===== config.mk =====
export PLATFORM = sky130hd
export DESIGN_NAME = quoted_string_unescaper
export DESIGN_NICKNAME = d
export VERILOG_FILES = /design/src/rtl/qsu_pkg.sv /design/src/rtl/qsu_step.sv /design/src/rtl/quoted_string_unescaper.sv
export SDC_FILE = /design/constraint.sdc
export NUM_CORES = 1
export LEC_CHECK = 0
export BUFFER_PORTS_ARGS = -buffer_cell sky130_fd_sc_hd__buf_2
export CORE_ASPECT_RATIO = 2
export CORE_MARGIN = 1
export CORE_UTILIZATION = 55
export CTS_BUF_LIST = sky130_fd_sc_hd__clkbuf_4
export DETAILED_ROUTE_END_ITERATION = 16
export PLACE_DENSITY_LB_ADDON = 0.25
export SLEW_MARGIN = 40
export SYNTH_ARGS = -nofsm -noshare
export SYNTH_HDL_FRONTEND = slang
export SYNTH_SLANG_ARGS = --single-unit

===== constraint.sdc =====
create_clock -name clk_i -period 5.6 [get_ports clk_i]
set_input_delay 0.56 -clock clk_i [delete_from_list [all_inputs] [get_ports clk_i]]
set_output_delay 0.56 -clock clk_i [all_outputs]
set_load 0.01 [all_outputs]

===== src/rtl/qsu_pkg.sv =====
// shared types and constants for the quoted string unescaper
// no dependencies
package qsu_pkg;

  localparam int unsigned CharW  = 8;
  localparam int unsigned CountW = 12;

  // longest text whose bytes are counted before the count saturates
  localparam int unsigned MaxText   = 4095;
  localparam int unsigned FieldCap  = (1 << CountW) - 1;
  localparam int unsigned CountCapI = (MaxText < FieldCap) ? MaxText : FieldCap;
  localparam logic [CountW-1:0] CountCap = CountW'(CountCapI);

  localparam logic [CharW-1:0] ChNul    = 8'h00;
  localparam logic [CharW-1:0] ChQuote  = 8'h22;
  localparam logic [CharW-1:0] ChBslash = 8'h5C;
  localparam logic [CharW-1:0] ChN      = 8'h6E;
  localparam logic [CharW-1:0] ChT      = 8'h74;
  localparam logic [CharW-1:0] ChNl     = 8'h0A;
  localparam logic [CharW-1:0] ChTab    = 8'h09;

  typedef enum logic [2:0] {
    PhExpect = 3'b001,
    PhInside = 3'b010,
    PhEscape = 3'b100
  } phase_e;

  typedef enum logic [1:0] {
    StRun    = 2'd0,
    StClosed = 2'd1,
    StUnterm = 2'd2,
    StReject = 2'd3
  } status_e;

  typedef struct packed {
    logic [CharW-1:0]  out_char;
    logic              char_valid;
    status_e           status;
    logic [CountW-1:0] count;
  } result_t;

endpackage


===== src/rtl/qsu_step.sv =====
// parse phase and byte count registers with the per-byte decode
// depends on qsu_pkg
module qsu_step (
  input  logic                      clk_i,
  input  logic                      rst_ni,
  input  logic                      en_i,
  input  logic [qsu_pkg::CharW-1:0] char_i,
  output qsu_pkg::result_t          res_o
);

  qsu_pkg::phase_e              phase_q, phase_d;
  logic [qsu_pkg::CountW-1:0]   count_q, count_d;
  logic [qsu_pkg::CountW-1:0]   count_inc;
  logic [qsu_pkg::CountW-1:0]   cnt;
  logic [qsu_pkg::CharW-1:0]    ch;
  logic                         vld;
  qsu_pkg::status_e             status;
  qsu_pkg::phase_e              phase_nx;

  // saturating bump
  assign count_inc = (count_q < qsu_pkg::CountCap) ? count_q + 1'b1 : count_q;

  always_comb begin
    ch       = qsu_pkg::ChNul;
    vld      = 1'b0;
    status   = qsu_pkg::StRun;
    cnt      = count_q;
    phase_nx = phase_q;
    unique case (phase_q)
      qsu_pkg::PhInside: begin
        if (char_i == qsu_pkg::ChNul) begin
          status = qsu_pkg::StUnterm;
        end else if (char_i == qsu_pkg::ChQuote) begin
          cnt    = count_inc;
          status = qsu_pkg::StClosed;
        end else if (char_i == qsu_pkg::ChBslash) begin
          cnt      = count_inc;
          phase_nx = qsu_pkg::PhEscape;
        end else begin
          cnt = count_inc;
          ch  = char_i;
          vld = 1'b1;
        end
      end
      qsu_pkg::PhEscape: begin
        vld = 1'b1;
        if (char_i == qsu_pkg::ChNul) begin
          // dangling backslash at end of text is kept as is
          ch     = qsu_pkg::ChBslash;
          status = qsu_pkg::StUnterm;
        end else begin
          cnt      = count_inc;
          phase_nx = qsu_pkg::PhInside;
          if (char_i == qsu_pkg::ChN) begin
            ch = qsu_pkg::ChNl;
          end else if (char_i == qsu_pkg::ChT) begin
            ch = qsu_pkg::ChTab;
          end else begin
            ch = char_i;
          end
        end
      end
      default: begin
        if (char_i == qsu_pkg::ChQuote) begin
          cnt      = qsu_pkg::CountW'(1);
          phase_nx = qsu_pkg::PhInside;
        end else begin
          cnt    = '0;
          status = qsu_pkg::StReject;
        end
      end
    endcase
  end

  always_comb begin
    phase_d = phase_q;
    count_d = count_q;
    if (en_i) begin
      if (status != qsu_pkg::StRun) begin
        phase_d = qsu_pkg::PhExpect;
        count_d = '0;
      end else begin
        phase_d = phase_nx;
        count_d = cnt;
      end
    end
  end

  always_ff @(posedge clk_i or negedge rst_ni) begin
    if (!rst_ni) begin
      phase_q <= qsu_pkg::PhExpect;
      count_q <= '0;
    end else begin
      phase_q <= phase_d;
      count_q <= count_d;
    end
  end

  assign res_o.out_char   = ch;
  assign res_o.char_valid = vld;
  assign res_o.status     = status;
  assign res_o.count      = cnt;

endmodule


===== src/rtl/quoted_string_unescaper.sv =====
// top level of the quoted string unescaper: input register, decode, result register
// depends on qsu_pkg and qsu_step
//
// usage
//   input channel: char_in_i with in_valid_i / in_stall_o, one text byte per beat,
//   byte 0 ends the text. output channel: one result beat per input beat on
//   out_char_o, char_valid_o, parse_status_o, consumed_count_o with
//   out_valid_o / out_stall_i.
//   the first byte of a parse must be a double quote, otherwise the beat comes
//   back as rejected with count 0. a closed, unterminated or rejected status
//   ends the parse and the next byte starts a new one.
//   a beat accepted into the input register passes through the decode into the
//   result register, from which it shows on the output.
//   throughput: one beat per cycle while the receiver does not stall, set by the
//   single decode step between the input register and the result register; the parse
//   state updates as a beat moves into the result register.
//   when the receiver stalls, the result register holds; the input register
//   still takes one more beat, then in_stall_o rises until the result drains.
//   reset empties both registers and returns the parse to expecting a quote.
module quoted_string_unescaper (
  input  logic                       clk_i,
  input  logic                       rst_ni,
  input  logic [qsu_pkg::CharW-1:0]  char_in_i,
  input  logic                       in_valid_i,
  output logic                       in_stall_o,
  output logic [qsu_pkg::CharW-1:0]  out_char_o,
  output logic                       char_valid_o,
  output logic [1:0]                 parse_status_o,
  output logic [qsu_pkg::CountW-1:0] consumed_count_o,
  output logic                       out_valid_o,
  input  logic                       out_stall_i
);

  logic                      in_vld_q, in_vld_d;
  logic [qsu_pkg::CharW-1:0] in_char_q;
  logic                      out_vld_q, out_vld_d;
  qsu_pkg::result_t          out_res_q;
  qsu_pkg::result_t          step_res;
  logic                      in_acc;
  logic                      adv;
  logic                      out_blocked;

  assign out_blocked = out_vld_q && out_stall_i;
  assign adv         = in_vld_q && !out_blocked;
  assign in_stall_o  = in_vld_q && out_blocked;
  assign in_acc      = in_valid_i && !in_stall_o;

  qsu_step u_step (
    .clk_i  (clk_i),
    .rst_ni (rst_ni),
    .en_i   (adv),
    .char_i (in_char_q),
    .res_o  (step_res)
  );

  always_comb begin
    in_vld_d = in_vld_q;
    if (in_acc) begin
      in_vld_d = 1'b1;
    end else if (adv) begin
      in_vld_d = 1'b0;
    end
    out_vld_d = out_vld_q;
    if (adv) begin
      out_vld_d = 1'b1;
    end else if (!out_stall_i) begin
      out_vld_d = 1'b0;
    end
  end

  always_ff @(posedge clk_i or negedge rst_ni) begin
    if (!rst_ni) begin
      in_vld_q  <= 1'b0;
      out_vld_q <= 1'b0;
    end else begin
      in_vld_q  <= in_vld_d;
      out_vld_q <= out_vld_d;
    end
  end

  // payload registers
  always_ff @(posedge clk_i) begin
    if (in_acc) begin
      in_char_q <= char_in_i;
    end
    if (adv) begin
      out_res_q <= step_res;
    end
  end

  assign out_valid_o      = out_vld_q;
  assign out_char_o       = out_res_q.out_char;
  assign char_valid_o     = out_res_q.char_valid;
  assign parse_status_o   = out_res_q.status;
  assign consumed_count_o = out_res_q.count;

endmodule


# Yosys cells after proc, flatten, opt, wreduce, memory -nomap -nowiden
# Cells that the tools add are included.
dict set report op_classes {
  n_reduce_logical 12
  n_addsub 1
  mux 32
  n_eq_ne 11
  order_cmp 1
}
# operator n
set ops {}
lappend ops {{$mux W12} 4}
lappend ops {{$mux W8} 6}
lappend ops {{$eq A8 B7 Y1 const B} 3}
lappend ops {{$mux W3} 6}
lappend ops {{$pmux W8 S2} 1}
lappend ops {{$add A12 B1 Y12 const B} 1}
lappend ops {{$lt A12 B12 Y1 const B} 1}
lappend ops {{$mux W1} 9}
lappend ops {{$ne A3 B3 Y1 const B} 3}
lappend ops {{$eq A8 B6 Y1 const B} 1}
lappend ops {{$logic_not A8 Y1} 1}
lappend ops {{$mux W2} 3}
lappend ops {{$pmux W3 S2} 1}
lappend ops {{$reduce_and A6 Y1} 1}
lappend ops {{$logic_and A1 B1 Y1} 4}
lappend ops {{$pmux W2 S2} 1}
lappend ops {{$reduce_bool A2 Y1} 2}
lappend ops {{$reduce_bool A4 Y1} 1}
lappend ops {{$eq A3 B2 Y1 const B} 1}
lappend ops {{$eq A3 B3 Y1 const B} 1}
lappend ops {{$ne A3 B1 Y1 const B} 1}
lappend ops {{$logic_not A1 Y1} 2}
lappend ops {{$ne A2 B1 Y1 const B} 1}
lappend ops {{$pmux W1 S2} 1}
lappend ops {{$reduce_or A2 Y1} 1}
dict set report totals {
  output_inout_bits 25
  regBits 48
  in_bits 12
}

# Longest topological paths before layout
dict set report logic_depth {
  word_depth 7
  mapped_depth 6
  ltp_nobuf 6
}

# By module
# Synthesis repeated with hierarchy kept, for this count alone.
dict set report unflattened {
  hier_cells 220
  area_unflattened_um2 2408.6
}
# mod area_per_inst_um2 instances cells_each
set by_module_without_submodules {}
lappend by_module_without_submodules {qsu_step 1385.1 1 181}
lappend by_module_without_submodules {quoted_string_unescaper 1023.5 1 39}

# Worst setup path after synthesis
# OpenSTA, ideal clock, no wires.
dict set report synth_path {
  path_type {input port to flip-flop}
  startpoint {input out_stall_i}
  endpoint {register u_step.count_q[10] (netlist bit)}
  cell_stages 6
  path_buffers 1
  setup_slack_ns 3.430
  t_arrival_ns 2.052
  setup_ns 0.119
  path_cell_list {nand2_1 nand2_1 inv_1 clkbuf_1 o21ai_0 o21a_1}
}
dict set report synth_via {
  elab_chain_cells 3
}
# item line_no
set synth_lines {}
lappend synth_lines {{from (decl)} quoted_string_unescaper.sv:31} ;# input logic out_stall_i
lappend synth_lines {{$logic_and A1 B1 Y1} quoted_string_unescaper.sv:43} ;# assign out_blocked = out_vld_q && out_stall_i;
lappend synth_lines {{$logic_not A1 Y1} quoted_string_unescaper.sv:44} ;# assign adv = in_vld_q && !out_blocked;
lappend synth_lines {{$logic_and A1 B1 Y1} quoted_string_unescaper.sv:44}
lappend synth_lines {{net adv} quoted_string_unescaper.sv:40} ;# logic adv;
lappend synth_lines {{to (signal assigned)} qsu_step.sv:95} ;# count_q <= count_d;
lappend synth_lines {{to (decl)} qsu_step.sv:12} ;# logic [qsu_pkg::CountW-1:0] count_q, count_d;
# The timed path passes the listed nets, and every way through them passes these cells.
# A chain may end at the register's enable or synchronous reset.

# Final worst setup path
dict set report layout_path {
  startpoint {register in_char_q[5] (netlist bit)}
  endpoint {register u_step.count_q[1] (netlist bit)}
}
dict set report layout_via {
  elab_chain_cells 6
}
# item line_no
set layout_lines {}
lappend layout_lines {{from (decl)} quoted_string_unescaper.sv:35} ;# logic [qsu_pkg::CharW-1:0] in_char_q;
lappend layout_lines {{from (signal assigned)} quoted_string_unescaper.sv:84} ;# in_char_q <= char_in_i;
lappend layout_lines {{$eq A8 B6 Y1} {qsu_step.sv:33, qsu_step.sv:64}}
lappend layout_lines {{$mux W1} qsu_step.sv:33} ;# end else if (char_i == qsu_pkg::ChQuote) begin
lappend layout_lines {{$mux W2} qsu_step.sv:31} ;# if (char_i == qsu_pkg::ChNul) begin
lappend layout_lines {{$pmux W2 S2} qsu_step.sv:29} ;# unique case (phase_q)
lappend layout_lines {{$reduce_bool A2 Y1} qsu_step.sv:79} ;# if (status != qsu_pkg::StRun) begin
lappend layout_lines {{$mux W12 *} qsu_step.sv:79}
# Mark *: on every way between the ends. The rest lies on a longest branch, timed or not.

==> impl_metrics.ini <==
[synthesis]
mappedNetlistArea_um2 = 2409
ys_seq_elements = 48
post_synth.cell_area_avg_um2 = 11.75
syn_nets = 218
synth_cell_types = 57
ys.warnings.count = 0
yosysSeqAreaShare_pct = 56.36
synthArstFlopShare_pct = 35.42
netlist_instances = 205
synth_edf_count = 31
ys_dominant_reg_cell = edfxtp_1

[clock_tree]
cts-resized-gates = 0
cts_setup_buffers = 0
clockBufferDepth = 2
clock-root-buffer = clkbuf_4
tritoncts_clock_tree = done
clk_transition_reported_paths_ns = 0.13
clock_latency_reported_for_the_late_side_of_the_worst_skew_pair_ns = 0.37
tritoncts.num_buffers = 5
cts_hold_buffers = 0
cts.sinks = 48
cts-htree-levels = 2

[power]
leakagePower_nw = 1.080
power.share.clock_pct = 30.8
power.ir.vdd_worst_v = 0.0001751
cellPowerDensity_nw_per_um2 = 244.8
power_frac_comb_pct = 7.6
netSwitchingFraction_pct = 23.30
switching_power_of_the_nets_mw = 0.1542
cellInternalPower_mw = 0.5077
pwr-share-seq_pct = 61.6

[sta]
finalSetupViolCount = 0
finalHoldViolCount = 0
setup-tns-final_ns = 0
final_max_slew_viol_count = 0
max_freq_mhz = 454.6
max_slew.worst_pin.slew_ns = 0.5734
layout_min_cycle_time_ns = 2.200
post-route-period-util_pct = 39.28
timing.slew.headroom_pct = 61.54
setup_repair_after_global_routing_missed_its_margin = false
fin_worst_skew_ns = 0.006031

[setup_path]
worstSetupPathType = reg -> reg
worstSetupEndpointType = register
startpoint_class = register
critPathTopFamily = simple AND/OR/NAND/NOR gates
worst_path_max_delay_cell = edfxtp_1
crit_fanout = 8
cell_by_cell_listing_of_the_critical_path = nor4_4, nand2_2, nand3_1, nor2_1, a32o_1
cp_num_buf_inv = 0
critPathArrivalTime_ns = 2.47
timing.critical_path.required_ns = 5.87
worst_r2r_endpoint = u_step.count_q[1]
worst_path_largest_cell_delay_ns = 0.53
timing.rr.start = in_char_q[5]
reg2reg_depth = 5
setup.reg_to_reg.worst_slack_ns = 3.40

[route]
vias_per_std_cell = 5.966
final_routed_wire_length_divided_by_cell_count_um = 16.64
routed-via-count = 1772
postRouteAntennaNets = 0
drt-pass1-iter-count = 4
1st_iter_drt_viols = 38
drt-total-wl_um = 4941
drc = 0

[global_routing]
pin_count_of_the_biggest_net_entering_global_routing = 30
first_global_vias = 1679
grt_use_total_pct = 23.44
antenna_found_initial = 0
grt.overflow.total = 0
grt_first_pass_wirelength_um = 7941

[outcome]
status = finished, final reports clean

[floorplan]
die_h_um = 95.59
core_area_um2 = 4129
dieArea_um2 = 4664
io-pin-count = 37
initial_utilization_pct = 58.33
die_width_um = 48.80
row_count = 33

[cells_and_area]
area_occupied_by_multi_input_gates_um2 = 998.5
final_net_count = 257
fin_util_pct = 65.48
final-seq-area_um2 = 1358
insertedDiodeCount = 0
final_cell_mix = buf_2, edfxtp_1, nor2_1
n_fill_cell = 353
area.growth.synth_to_final_pct = 12.26
layout-drive-gt1-share_pct = 27.76
most_common_cell_after_layout_fill_and_taps_aside = buf_2

[placement]
dp_hpwl_um = 3748
placement.io_buffers = 36
place.gp.congestion = 0.8979

[min_path]
timing.hold.worst.class = in -> async

[flow_run]
maxCapViolCount = 0
## cells by family (layout without fill, tap and decap cells)
logic type / count (synthesis) / after routing / synth area share [%]
adders and majority gates: 1 / 1 / 0.5194
muxes: 1 / 1 / 0.4156
and+or+nand+nor: 85 / 85 / 22.08
DFF: 48 / 48 / 56.36
xor gates and xnor gates: 8 / 8 / 2.909
buffers and inverters: 9 / 49 / 2.182
AOI/OAI and AO/OA: 53 / 53 / 15.53
## state kept, by name, indices dropped and copies added (netlist names)
signal	flops
consumed_count_o	12
u_step.phase_q	3
char_valid_o	1
u_step.count_q	12
out_char_o	8
in_char_q	8
parse_status_o	2
out_valid_o	1
in_vld_q	1
## power groups by stage
stage,registers (mW),logic (mW),clock network [mW]
finish,0.408,0.0506,0.204
global route,0.410,0.0559,0.217
CTS,0.408,0.0512,0.206
detailed placement,0.416,0.0511,0
global placement,0.415,0.0503,0
floorplan,0.419,0.0239,0
## synth_stat cells, types with 2 or more instances
library cell / n / area share [%]
a21oi_2: 3 / 1.1
o22ai_1: 2 / 0.52
or3_4: 2 / 0.93
a22o_1: 6 / 2.2
o21a_1: 2 / 0.62
a22o_2: 3 / 1.2
o2bb2ai_1: 2 / 0.73
nor3_1: 5 / 1.0
xnor2_1: 6 / 2.2
dfrtp_1: 16 / 17
xor2_1: 2 / 0.73
nor4_4: 2 / 1.8
a211oi_1: 3 / 0.93
buf_6: 2 / 0.93
nand3_1: 10 / 2.1
nor2_1: 18 / 2.8
and3_1: 5 / 1.3
nor3b_1: 2 / 0.62
a31oi_1: 2 / 0.52
o31ai_1: 3 / 0.93
nor2b_1: 2 / 0.52
and2_1: 3 / 0.78
clkbuf_1: 2 / 0.31
nand2_1: 15 / 2.3
a21oi_1: 8 / 1.7
o21ai_0: 9 / 1.9
edfxtp_1: 31 / 39
a21o_1: 4 / 1.2
inv_1: 4 / 0.62
nand2b_1: 4 / 1.0
## metal layers
layer	GRT usage (%)	share of wire, %	vias up
li1	-	-	856
met1	22.59	35	845
met2	44.10	57	55
met3	3.190	3.1	16
met4	17.65	4.7	0
met5	0	0	-
## worst max-delay path by stage
stage                            start                 end  slack (ns)  cells after the start
after floorplan            out_stall_i  u_step.count_q[10]        3.43                      6
after global placement     out_stall_i   u_step.count_q[7]        3.35                      7
after detailed placement   out_stall_i   u_step.count_q[7]        3.29                      7
after CTS                 in_char_q[5]   u_step.count_q[1]        3.43                      5
after global routing      in_char_q[7]   u_step.count_q[1]        3.25                      5
final                     in_char_q[5]   u_step.count_q[1]        3.40                      5
## through the flow
step	power [mW]	worst slack (ns)	std cells	hold WS (ns)	cell area (um2)
6_report	0.6619	3.400	297	0.09733	2704
4_1_cts	0.6654	3.427	297	0.1123	2704
3_5_place_dp	0.4667	3.292	289	0.4726	2624
5_1_grt	0.6827	3.251	297	0.1202	2704
2_1_floorplan	0.4434	3.430	205	0.2644	2409
3_3_place_gp	0.4655	3.345	289	0.4782	2624
## layout make-up
cell class,instances,area share (%)
Clock buffer,5,1.388
Clock inverter,3,1.573
Inverter,4,0.5553
Multi-Input combinational cell,148,36.93
Sequential cell,48,50.21
Tap cell,52,2.406
Timing Repair Buffer,37,6.941
Note: power is estimated with default switching activity, not from simulation.
